<file path="config.mk">
export PLATFORM = sky130hd
export DESIGN_NAME = selective_ack_rate_sender_top
export DESIGN_NICKNAME = d
export VERILOG_FILES = /design/src/hdl/sars_pkg.sv /design/src/hdl/selective_ack_rate_sender_top.sv /design/src/hdl/sars_front.sv /design/src/hdl/sars_back.sv
export SDC_FILE = /design/constraint.sdc
export NUM_CORES = 2
export LEC_CHECK = 0
export ABC_CLOCK_PERIOD_IN_PS = 17800
export BUFFER_PORTS_ARGS = -buffer_cell sky130_fd_sc_hd__buf_2
export CORE_MARGIN = 2
export CORE_UTILIZATION = 45
export CTS_CLUSTER_SIZE = 14
export DETAILED_ROUTE_END_ITERATION = 10
export MAX_ROUTING_LAYER = met4
export SYNTH_ARGS = -nofsm -noshare
export SYNTH_HDL_FRONTEND = slang
export SYNTH_SLANG_ARGS = --single-unit
</file>
<file path="constraint.sdc">
create_clock -name clk -period 17.8 [get_ports clk]
set_input_delay 0.89 -clock clk [delete_from_list [all_inputs] [get_ports clk]]
set_output_delay 0.89 -clock clk [all_outputs]
set_load 0.02 [all_outputs]
</file>
<file path="src/hdl/sars_pkg.sv">
// Shared types and constants for the selective-ack rate sender.
// Used by the front queue, the execution back end and the top level.
package sars_pkg;

  localparam int WINDOW = 32;
  localparam int WIDX_W = $clog2(WINDOW);
  localparam logic [31:0] WMASK = 32'hFFFF_FFFF >> (32 - WINDOW);

  localparam int IN_DATA_W = 176;
  localparam int OUT_DATA_W = 120;

  typedef enum logic [1:0] {
    OP_START  = 2'd0,
    OP_ACCEPT = 2'd1,
    OP_REPORT = 2'd2,
    OP_TICK   = 2'd3
  } op_t;

  typedef enum logic [2:0] {
    KIND_IGNORED  = 3'd0,
    KIND_CONSUMED = 3'd1,
    KIND_STARTED  = 3'd2,
    KIND_STATUS   = 3'd3,
    KIND_CHUNK    = 3'd4,
    KIND_IDLE     = 3'd5
  } kind_t;

  localparam logic [1:0] PST_OK = 2'd0;
  localparam logic [1:0] PST_FINISHED = 2'd1;
  localparam logic [1:0] RSTAT_OK = 2'd0;
  localparam logic [1:0] RSTAT_FINISHED = 2'd1;
  localparam logic [1:0] RSTAT_ABORT = 2'd2;
  localparam logic [1:0] EV_NONE = 2'd0;
  localparam logic [1:0] EV_FINISHED = 2'd1;
  localparam logic [1:0] EV_ABORTED = 2'd2;

  localparam logic [7:0] CFG_FILE_LENGTH = 8'd0;
  localparam logic [7:0] CFG_DELAY_STEP = 8'd1;

  typedef enum logic {
    PH_PREP = 1'b0,
    PH_EXEC = 1'b1
  } phase_t;

  typedef struct packed {
    logic [1:0]  operation;
    logic [7:0]  seqno;
    logic        well_formed;
    logic [1:0]  peer_status;
    logic [15:0] mtu;
    logic [31:0] dt_min;
    logic [31:0] dt_max;
    logic [15:0] session;
    logic [31:0] window_offset;
    logic [31:0] window_mask;
    logic        tx_accepted;
  } item_t;

  typedef struct packed {
    logic [2:0]  result_kind;
    logic [1:0]  reply_status;
    logic [31:0] delay;
    logic        rearm_timer;
    logic [1:0]  event_res;
    logic [31:0] chunk_index;
    logic [31:0] file_offset;
    logic [15:0] chunk_length;
  } result_t;

  typedef struct packed {
    logic  valid;
    item_t head;
  } queue_out_t;

endpackage

</file>
<file path="src/hdl/selective_ack_rate_sender_top.sv">
// Top level of the selective-ack rate sender: front queue and back end.
// Depends on sars_pkg, sars_front and sars_back.
//
// Usage: items enter on the s_ stream (operation in s_tuser) and each
// produces exactly one result on the m_ stream (result_kind in m_tuser).
// Registers are written on the cfg channel (index 0 file_length, index 1
// delay_step); the user must do so only while the block is idle, as the
// block does not enforce it. cfg_ready is always high. The back end takes
// each item through a prepare phase (count acknowledged chunks, find the
// first unsent chunk, register its offset product) and an execute phase
// (update the state, load the output register), and takes no new item
// until it has committed the last one. A two-entry queue lets the input
// keep accepting while a result waits. When the receiver stalls, the
// result holds, the back end stops in its execute phase, and s_tready
// falls once the queue is full. Synchronous reset empties the queue and
// output and restores the state and the registers to their reset values.
module selective_ack_rate_sender_top import sars_pkg::*; (
  input  logic                  clk,
  input  logic                  rst,
  input  logic                  s_tvalid,
  output logic                  s_tready,
  // seqno, well_formed, peer_status, mtu, dt_min, dt_max, session,
  // window_offset, window_mask, tx_accepted
  input  logic [IN_DATA_W-1:0]  s_tdata,
  // operation
  input  logic [1:0]            s_tuser,
  output logic                  m_tvalid,
  input  logic                  m_tready,
  // reply_status, delay, rearm_timer, event_res, chunk_index, file_offset,
  // chunk_length
  output logic [OUT_DATA_W-1:0] m_tdata,
  // result_kind
  output logic [2:0]            m_tuser,
  input  logic                  cfg_valid,
  output logic                  cfg_ready,
  input  logic [7:0]            cfg_index,
  input  logic [31:0]           cfg_data
);

  queue_out_t q_out;
  logic       q_pop;
  result_t    result;

  assign cfg_ready = 1'b1;

  sars_front u_front (
    .clk      (clk),
    .rst      (rst),
    .s_tvalid (s_tvalid),
    .s_tready (s_tready),
    .s_tdata  (s_tdata),
    .s_tuser  (s_tuser),
    .q_out    (q_out),
    .q_pop    (q_pop)
  );

  sars_back u_back (
    .clk       (clk),
    .rst       (rst),
    .q_in      (q_out),
    .q_pop     (q_pop),
    .cfg_valid (cfg_valid),
    .cfg_index (cfg_index),
    .cfg_data  (cfg_data),
    .m_tvalid  (m_tvalid),
    .m_tready  (m_tready),
    .m_result  (result)
  );

  assign m_tuser = result.result_kind;
  assign m_tdata = {3'd0, result.chunk_length, result.file_offset, result.chunk_index,
                    result.event_res, result.rearm_timer, result.delay,
                    result.reply_status};

endmodule

</file>
<file path="src/hdl/sars_front.sv">
// Front end: accepts input items, unpacks their fields and holds them in
// a two-entry queue for the back end. Depends on sars_pkg.
module sars_front import sars_pkg::*; (
  input  logic                 clk,
  input  logic                 rst,
  input  logic                 s_tvalid,
  output logic                 s_tready,
  input  logic [IN_DATA_W-1:0] s_tdata,
  input  logic [1:0]           s_tuser,
  output queue_out_t           q_out,
  input  logic                 q_pop
);

  item_t      slots [2];
  logic       wr_ptr;
  logic       rd_ptr;
  logic [1:0] count;
  item_t      incoming;
  logic       push;

  always_comb begin
    incoming.operation     = s_tuser;
    incoming.seqno         = s_tdata[7:0];
    incoming.well_formed   = s_tdata[8];
    incoming.peer_status   = s_tdata[10:9];
    incoming.mtu           = s_tdata[26:11];
    incoming.dt_min        = s_tdata[58:27];
    incoming.dt_max        = s_tdata[90:59];
    incoming.session       = s_tdata[106:91];
    incoming.window_offset = s_tdata[138:107];
    incoming.window_mask   = s_tdata[170:139] & WMASK;
    incoming.tx_accepted   = s_tdata[171];
  end

  assign s_tready = (count != 2'd2);
  assign push = s_tvalid && s_tready;
  assign q_out.valid = (count != 2'd0);
  assign q_out.head = slots[rd_ptr];

  always_ff @(posedge clk) begin
    if (push) begin
      slots[wr_ptr] <= incoming;
    end
  end

  always_ff @(posedge clk) begin
    if (rst) begin
      wr_ptr <= 1'b0;
      rd_ptr <= 1'b0;
      count <= 2'd0;
    end else begin
      if (push) begin
        wr_ptr <= ~wr_ptr;
      end
      if (q_pop) begin
        rd_ptr <= ~rd_ptr;
      end
      count <= count + {1'b0, push} - {1'b0, q_pop};
    end
  end

endmodule

</file>
<file path="src/hdl/sars_back.sv">
// Back end: holds the transfer state and the registers, evaluates one item
// in a prepare phase and an execute phase and writes the result into the
// output register. Depends on sars_pkg.
module sars_back import sars_pkg::*; (
  input  logic       clk,
  input  logic       rst,
  input  queue_out_t q_in,
  output logic       q_pop,
  input  logic       cfg_valid,
  input  logic [7:0] cfg_index,
  input  logic [31:0] cfg_data,
  output logic       m_tvalid,
  input  logic       m_tready,
  output result_t    m_result
);

  logic [31:0] file_length;
  logic [31:0] delay_step;

  logic        running;
  logic [7:0]  request_seqno;
  logic [15:0] link_mtu;
  logic [15:0] session_id;
  logic [31:0] delay_low;
  logic [31:0] delay_high;
  logic [31:0] delay_now;
  logic [31:0] window_base;
  logic [31:0] sent_mask;
  logic [31:0] reported_mask;
  logic [31:0] acked_total;

  phase_t phase;
  phase_t phase_next;
  logic   commit;

  logic [6:0]        acked_r;
  logic              found_r;
  logic [WIDX_W-1:0] fidx_r;
  logic [31:0]       idx_r;
  logic [31:0]       offs_r;

  item_t             it;
  logic              gt;
  logic [31:0]       base_delta;
  logic [31:0]       adj;
  logic [31:0]       prev_sh;
  logic [6:0]        cnt_old;
  logic [6:0]        cnt_new;
  logic              found;
  logic [WIDX_W-1:0] fidx;
  logic [31:0]       idx_c;

  assign it = q_in.head;

  always_comb begin
    gt = it.window_offset > window_base;
    base_delta = it.window_offset - window_base;
    adj = 32'd0;
    prev_sh = reported_mask;
    cnt_old = 7'd0;
    if (gt) begin
      if (base_delta >= 32'(WINDOW)) begin
        adj = WMASK;
        prev_sh = 32'd0;
      end else begin
        adj = ((it.window_mask << base_delta[4:0]) |
               ~(32'hFFFF_FFFF << base_delta[4:0])) & WMASK;
        prev_sh = reported_mask >> base_delta[4:0];
      end
      cnt_old = 7'($countones(adj & ~reported_mask & WMASK));
    end
    cnt_new = 7'($countones(it.window_mask & ~prev_sh & WMASK));
  end

  always_comb begin
    found = 1'b0;
    fidx = '0;
    for (int i = WINDOW - 1; i >= 0; i--) begin
      if (!sent_mask[i]) begin
        found = 1'b1;
        fidx = WIDX_W'(i);
      end
    end
    idx_c = window_base + 32'(fidx);
  end

  always_ff @(posedge clk) begin
    if (phase == PH_PREP && q_in.valid) begin
      acked_r <= cnt_old + cnt_new;
      found_r <= found;
      fidx_r <= fidx;
      idx_r <= idx_c;
      offs_r <= 32'(idx_c * {16'd0, link_mtu});
    end
  end

  always_comb begin
    phase_next = phase;
    commit = 1'b0;
    unique case (phase)
      PH_PREP: begin
        if (q_in.valid) begin
          phase_next = PH_EXEC;
        end
      end
      PH_EXEC: begin
        if (!m_tvalid || m_tready) begin
          commit = 1'b1;
          phase_next = PH_PREP;
        end
      end
      default: phase_next = PH_PREP;
    endcase
  end

  assign q_pop = commit;

  always_ff @(posedge clk) begin
    if (rst) begin
      phase <= PH_PREP;
    end else begin
      phase <= phase_next;
    end
  end

  logic [32:0] raise_sum;
  logic [31:0] raise_sat;
  logic [31:0] fall_val;
  logic [31:0] start_delay;
  logic [31:0] rem;
  logic [31:0] acked_add;

  always_comb begin
    raise_sum = {1'b0, delay_now} + {1'b0, delay_step};
    raise_sat = raise_sum[32] ? 32'hFFFF_FFFF : raise_sum[31:0];
    fall_val = (delay_now > delay_step) ? (delay_now - delay_step) : delay_low;
    start_delay = ((it.dt_max - it.dt_min) >> 2) + it.dt_min;
    rem = file_length - offs_r;
    acked_add = {25'd0, acked_r} * {16'd0, link_mtu};
  end

  result_t res;
  logic [31:0] delay_res;

  always_comb begin
    res = '0;
    delay_res = delay_now;
    res.result_kind = KIND_IGNORED;
    unique case (op_t'(it.operation))
      OP_START: begin
        res.result_kind = KIND_STARTED;
        delay_res = 32'd0;
      end
      OP_ACCEPT: begin
        if (it.seqno == request_seqno && it.well_formed) begin
          res.result_kind = KIND_CONSUMED;
          if (!running) begin
            if (it.peer_status == PST_OK) begin
              delay_res = start_delay;
              res.rearm_timer = 1'b1;
            end else begin
              res.event_res = EV_ABORTED;
            end
          end
        end
      end
      OP_REPORT: begin
        if (it.well_formed && it.session == session_id) begin
          res.result_kind = KIND_STATUS;
          if (!running) begin
            res.reply_status = RSTAT_ABORT;
          end else if (it.peer_status == PST_OK) begin
            res.reply_status = RSTAT_OK;
          end else if (it.peer_status == PST_FINISHED) begin
            res.reply_status = RSTAT_FINISHED;
            res.event_res = EV_FINISHED;
          end else begin
            res.reply_status = RSTAT_ABORT;
            res.event_res = EV_ABORTED;
          end
          if (acked_r <= 7'd8) begin
            delay_res = (raise_sat > delay_high) ? delay_high : raise_sat;
          end else begin
            delay_res = (fall_val < delay_low) ? delay_low : fall_val;
          end
        end
      end
      OP_TICK: begin
        res.result_kind = KIND_IDLE;
        if (running) begin
          if (found_r && offs_r <= file_length) begin
            res.result_kind = KIND_CHUNK;
            res.chunk_index = idx_r;
            res.file_offset = offs_r;
            res.chunk_length = (rem < {16'd0, link_mtu}) ? rem[15:0] : link_mtu;
          end
          res.rearm_timer = acked_total < file_length;
        end
      end
      default: ;
    endcase
    res.delay = delay_res;
  end

  always_ff @(posedge clk) begin
    if (rst) begin
      file_length <= 32'd0;
      delay_step <= 32'd0;
    end else if (cfg_valid) begin
      if (cfg_index == CFG_FILE_LENGTH) begin
        file_length <= cfg_data;
      end else if (cfg_index == CFG_DELAY_STEP) begin
        delay_step <= cfg_data;
      end
    end
  end

  always_ff @(posedge clk) begin
    if (rst) begin
      running <= 1'b0;
      request_seqno <= 8'hFF;
      link_mtu <= 16'd0;
      session_id <= 16'd0;
      delay_low <= 32'd0;
      delay_high <= 32'd0;
      delay_now <= 32'd0;
      window_base <= 32'd0;
      sent_mask <= 32'd0;
      reported_mask <= 32'd0;
      acked_total <= 32'd0;
    end else if (commit) begin
      delay_now <= delay_res;
      unique case (op_t'(it.operation))
        OP_START: begin
          running <= 1'b0;
          request_seqno <= it.seqno;
          link_mtu <= 16'd0;
          session_id <= 16'd0;
          delay_low <= 32'd0;
          delay_high <= 32'd0;
          window_base <= 32'd0;
          sent_mask <= 32'd0;
          reported_mask <= 32'd0;
          acked_total <= 32'd0;
        end
        OP_ACCEPT: begin
          if (it.seqno == request_seqno && it.well_formed && !running) begin
            request_seqno <= 8'hFF;
            if (it.peer_status == PST_OK) begin
              running <= 1'b1;
              link_mtu <= it.mtu;
              session_id <= it.session;
              delay_low <= it.dt_min;
              delay_high <= it.dt_max;
            end
          end
        end
        OP_REPORT: begin
          if (it.well_formed && it.session == session_id) begin
            if (it.peer_status != PST_OK) begin
              running <= 1'b0;
            end
            acked_total <= acked_total + acked_add;
            window_base <= it.window_offset;
            reported_mask <= it.window_mask;
            sent_mask <= it.window_mask;
          end
        end
        OP_TICK: begin
          if (running && found_r && offs_r <= file_length && it.tx_accepted) begin
            sent_mask[fidx_r] <= 1'b1;
          end
        end
        default: ;
      endcase
    end
  end

  always_ff @(posedge clk) begin
    if (rst) begin
      m_tvalid <= 1'b0;
    end else if (commit) begin
      m_tvalid <= 1'b1;
    end else if (m_tready) begin
      m_tvalid <= 1'b0;
    end
  end

  always_ff @(posedge clk) begin
    if (commit) begin
      m_result <= res;
    end
  end

`ifndef SYNTHESIS
  a_pop_in_exec: assert property (@(posedge clk) disable iff (rst)
    q_pop |-> (phase == PH_EXEC && q_in.valid))
    else $error("Queue popped outside the execute phase.");
  a_commit_shows: assert property (@(posedge clk) disable iff (rst)
    commit |=> m_tvalid)
    else $error("Committed item produced no result.");
  a_no_overwrite: assert property (@(posedge clk) disable iff (rst)
    (m_tvalid && !m_tready) |-> !commit)
    else $error("Result overwritten while stalled.");
  a_start_stops: assert property (@(posedge clk) disable iff (rst)
    (commit && it.operation == OP_START) |=> !running)
    else $error("Start left the transfer running.");
`endif

endmodule
</file>
==> impl_metrics.ini <==
[setup_path]
cp_data_arrival_time_ps = 13540
reg2regPathDepth = 43
timing.setup.critical_path_class = register to register
worst-r2r-setup-slack_ps = 4730
crit_fanout = 48
critical_path.startpoint_type = register
timing.critical_path.to = u_back.acked_r[6]
timing.critical_path.mode_cell = sky130_fd_sc_hd__fa_1
worst_ep_required_time_ps = 18270
max_stage_delay_ps = 760
critical_path.slowest_cell = sky130_fd_sc_hd__dfxtp_4
worst_setup_path_end_kind = register
reg2reg_to = u_back.acked_r[6]

[worst_hold_path]
hp-class = input pin to register

[place]
dp_worst_setup_slack_ps = 4790
dp_hpwl_um = 168000
buffer_ports.inserted = 340
gp_congestion = 0.965

[synth]
combined_area_of_all_synthesized_cells_sq_um = 69700
dominantRegCellSynth = sky130_fd_sc_hd__edfxtp_1
yosys_register_bits = 881
ys_warn_count = 0
synthArstFlopShare_pct = 0
synthDistinctLibCells = 113
synth_common_cells = 1000 x sky130_fd_sc_hd__nand2_1, 851 x sky130_fd_sc_hd__inv_1, 577 x sky130_fd_sc_hd__a21oi_1, 545 x sky130_fd_sc_hd__edfxtp_1, 488 x sky130_fd_sc_hd__nor2_1
sequential_share_of_the_synthesized_area_pct = 33.1
leading_cell_type_by_number_of_instances_after_synthesis = sky130_fd_sc_hd__nand2_1
syn_area_per_cell_sq_um = 9.23
syn_inst = 7556
yosysTopAreaCellShare_pct = 23.5
count_of_flip_flops_with_a_built_in_enable_after_synthesis = 545
synth_top_cells_by_area = sky130_fd_sc_hd__edfxtp_1 23%, sky130_fd_sc_hd__fa_1 13%, sky130_fd_sc_hd__dfxtp_1 9.6%
synthDominantAreaCellType = sky130_fd_sc_hd__edfxtp_1

[timing]
fmaxAchievable_mhz = 76.5
final.setup.worst_slack_ps = 4730
worst_clock_skew_ps = 72.2
relSlewSlack_pct = 16.0
rsz0062_at_grt = false
finalSetupViolations = 0
totalNegativeSetupSlack_ps = 0
hold_viol_final = 0
drv_slew = 0
worstMarginPinSlew_ps = 1260
layout_min_cycle_time_ps = 13070
fin_crit_sh_pct = 73.4

[die]
rows = 144
number_of_top_level_design_ports = 349
die_footprint_sq_um = 158000
core_sq_um = 154000
die_height_um = 398
initial_core_util_pct = 45.3
die_x_um = 398

[grt]
gr_ovfl_total = 0
antenna_found_initial = 9
grt_first_pass_wirelength_um = 335000
track_usage_pct = 28.5
grt_start_max_net_pins = 186
first_global_vias = 54700

[clock_network]
post-cts-setup-buffer-count = 0
cts_hold_buffers = 0
root_buffer = sky130_fd_sc_hd__clkbuf_16
numClockSinks = 881
clk_pin_slew_ps = 60
cts_buffers = 100
clock_latency_ps = 760
cts_max_level = 3
clockBufferDepth = 3
tritoncts_clock_tree = yes
resized_after_cts = 0

[drt]
wire_length_after_detailed_routing_um = 222000
route.detailed.wl_per_inst_um = 22.5
drt_drc_violations_left = 0
drtIter0Drc = 4644
drt.antenna.violating_nets = 0
vias = 55900
vias_per_cell = 5.68
drt-pass1-iter-count = 6

[power_and_ir_drop]
power-per-cell-area_nw_per_um2 = 189
leakagePower_nw = 31.9
vdd_drop_max_mv = 0.561

[final_layout]
net_total_in_the_final_layout = 8865
area_growth_pct = 10.1
final_layout_size_suffix_gt1_share_pct = 11.1
filler_cell_count = 14500

[status]
outcome = complete, no violations

[run]
drv.max_cap_violation_count = 0
==> critical path, delay by kind of cell (launching register included) <==
family / cells / cell delay, ps
flip-flops: 1 / 760
AO/OA/AOI/OAI: 10 / 2260
AND/OR/NAND/NOR: 6 / 1140
multiplexers: 2 / 750
XOR/XNOR: 3 / 320
adder cells (fa/ha/maj): 14 / 6110
buffers and inverters: 8 / 1360
==> stage by stage <==
stage                     utilization (%)  total power (W)  hold WS, ps  instance area [sq um]  std cells
after floorplan                         -          0.00989          432                  69700       7558
after global placement               47.7           0.0123          438                  73400       9655
final                                49.9           0.0145          305                  76800       9848
after CTS                            49.9           0.0145          254                  76700       9842
after detailed placement             47.7           0.0123          445                  73400       9655
after global routing                 49.9           0.0158          282                  76800       9848
==> layout by cell type, fill, tap and decap left out, drive strengths merged, types with 69 or more instances in the layout <==
cell type,n
a21o,133
a21oi,580
a31oi,69
and2,244
buf,436
clkbuf,131
dfxtp,336
edfxtp,545
fa,455
ha,474
inv,862
mux2,161
mux2i,181
nand2,1001
nand3,213
nor2,489
nor3,101
o21ai,277
xnor2,220
==> report_power, final <==
part           leakage (nW)  switching, W  internal, W
Sequential             7.86      0.000201      0.00278
Combinational          22.4       0.00580      0.00364
Clock                  1.60      0.000924      0.00119
==> metal layers <==
| layer | wire length [um] | vias to the layer above | global-route usage, % |
|---|---|---|---|
| li1 | - | 26100 | - |
| met1 | 103000 | 27700 | 40.2 |
| met2 | 99000 | 1828 | 43.0 |
| met3 | 13500 | 304 | 3.28 |
| met4 | 6910 | 0 | 8.83 |
| met5 | 0 | - | - |
==> worst min-delay path by stage <==
stage | depth (start not counted) | startpoint | slack [ps] | to
after global placement | 2 | u_back.window_base[31] | 440 | u_back.window_base[31]
after floorplan | 2 | u_back.delay_low[10] | 430 | u_back.delay_low[10]
after CTS | 1 | s_tdata[71] | 250 | u_front.slots[0][93]
after detailed placement | 2 | u_back.link_mtu[11] | 440 | u_back.link_mtu[11]
final | 1 | s_tdata[39] | 300 | u_front.slots[0][125]
after global routing | 1 | s_tdata[32] | 280 | u_front.slots[1][118]
==> logic make-up (layout without fill, tap and decap cells) <==
kind of cell | count (synthesis) | in the layout | synth area share (%)
multiplexers | 364 | 364 | 5.91
flip-flops | 881 | 881 | 33.1
AND/OR/NAND/NOR | 2396 | 2396 | 15.9
adder cells (fa/ha/maj) | 929 | 929 | 21.6
XOR/XNOR | 274 | 274 | 3.47
other | 2 | 10 | 0.0108
buffers and inverters | 1238 | 1478 | 6.83
AO/OA/AOI/OAI | 1472 | 1472 | 13.2
==> final cells by class <==
type	count	area, sq um	share of cell area (%)
Antenna cell	6	15.0	0.0196
Tap cell	2044	2560	3.33
Clock inverter	56	623	0.812
Timing Repair Buffer	436	2440	3.18
Inverter	855	3210	4.19
Multi-Input combinational cell	5439	42100	54.8
Clock buffer	131	2750	3.58
Sequential cell	881	23100	30.1
==> registers in the layout (all words and copies together), names as in the netlist, 2 cells and up, named ones only <==
signal and count:
u_front.slots 348, u_back.m_result 120, u_back.acked_total 32, u_back.delay_high 32, u_back.delay_low 32, u_back.delay_now 32
u_back.delay_step 32, u_back.file_length 32, u_back.idx_r 32, u_back.offs_r 32, u_back.reported_mask 32, u_back.sent_mask 32
u_back.window_base 32, u_back.link_mtu 16, u_back.session_id 16, u_back.request_seqno 8, u_back.acked_r 7, u_back.fidx_r 5
u_front.count 2
Note: power is estimated with default switching activity, not from simulation.
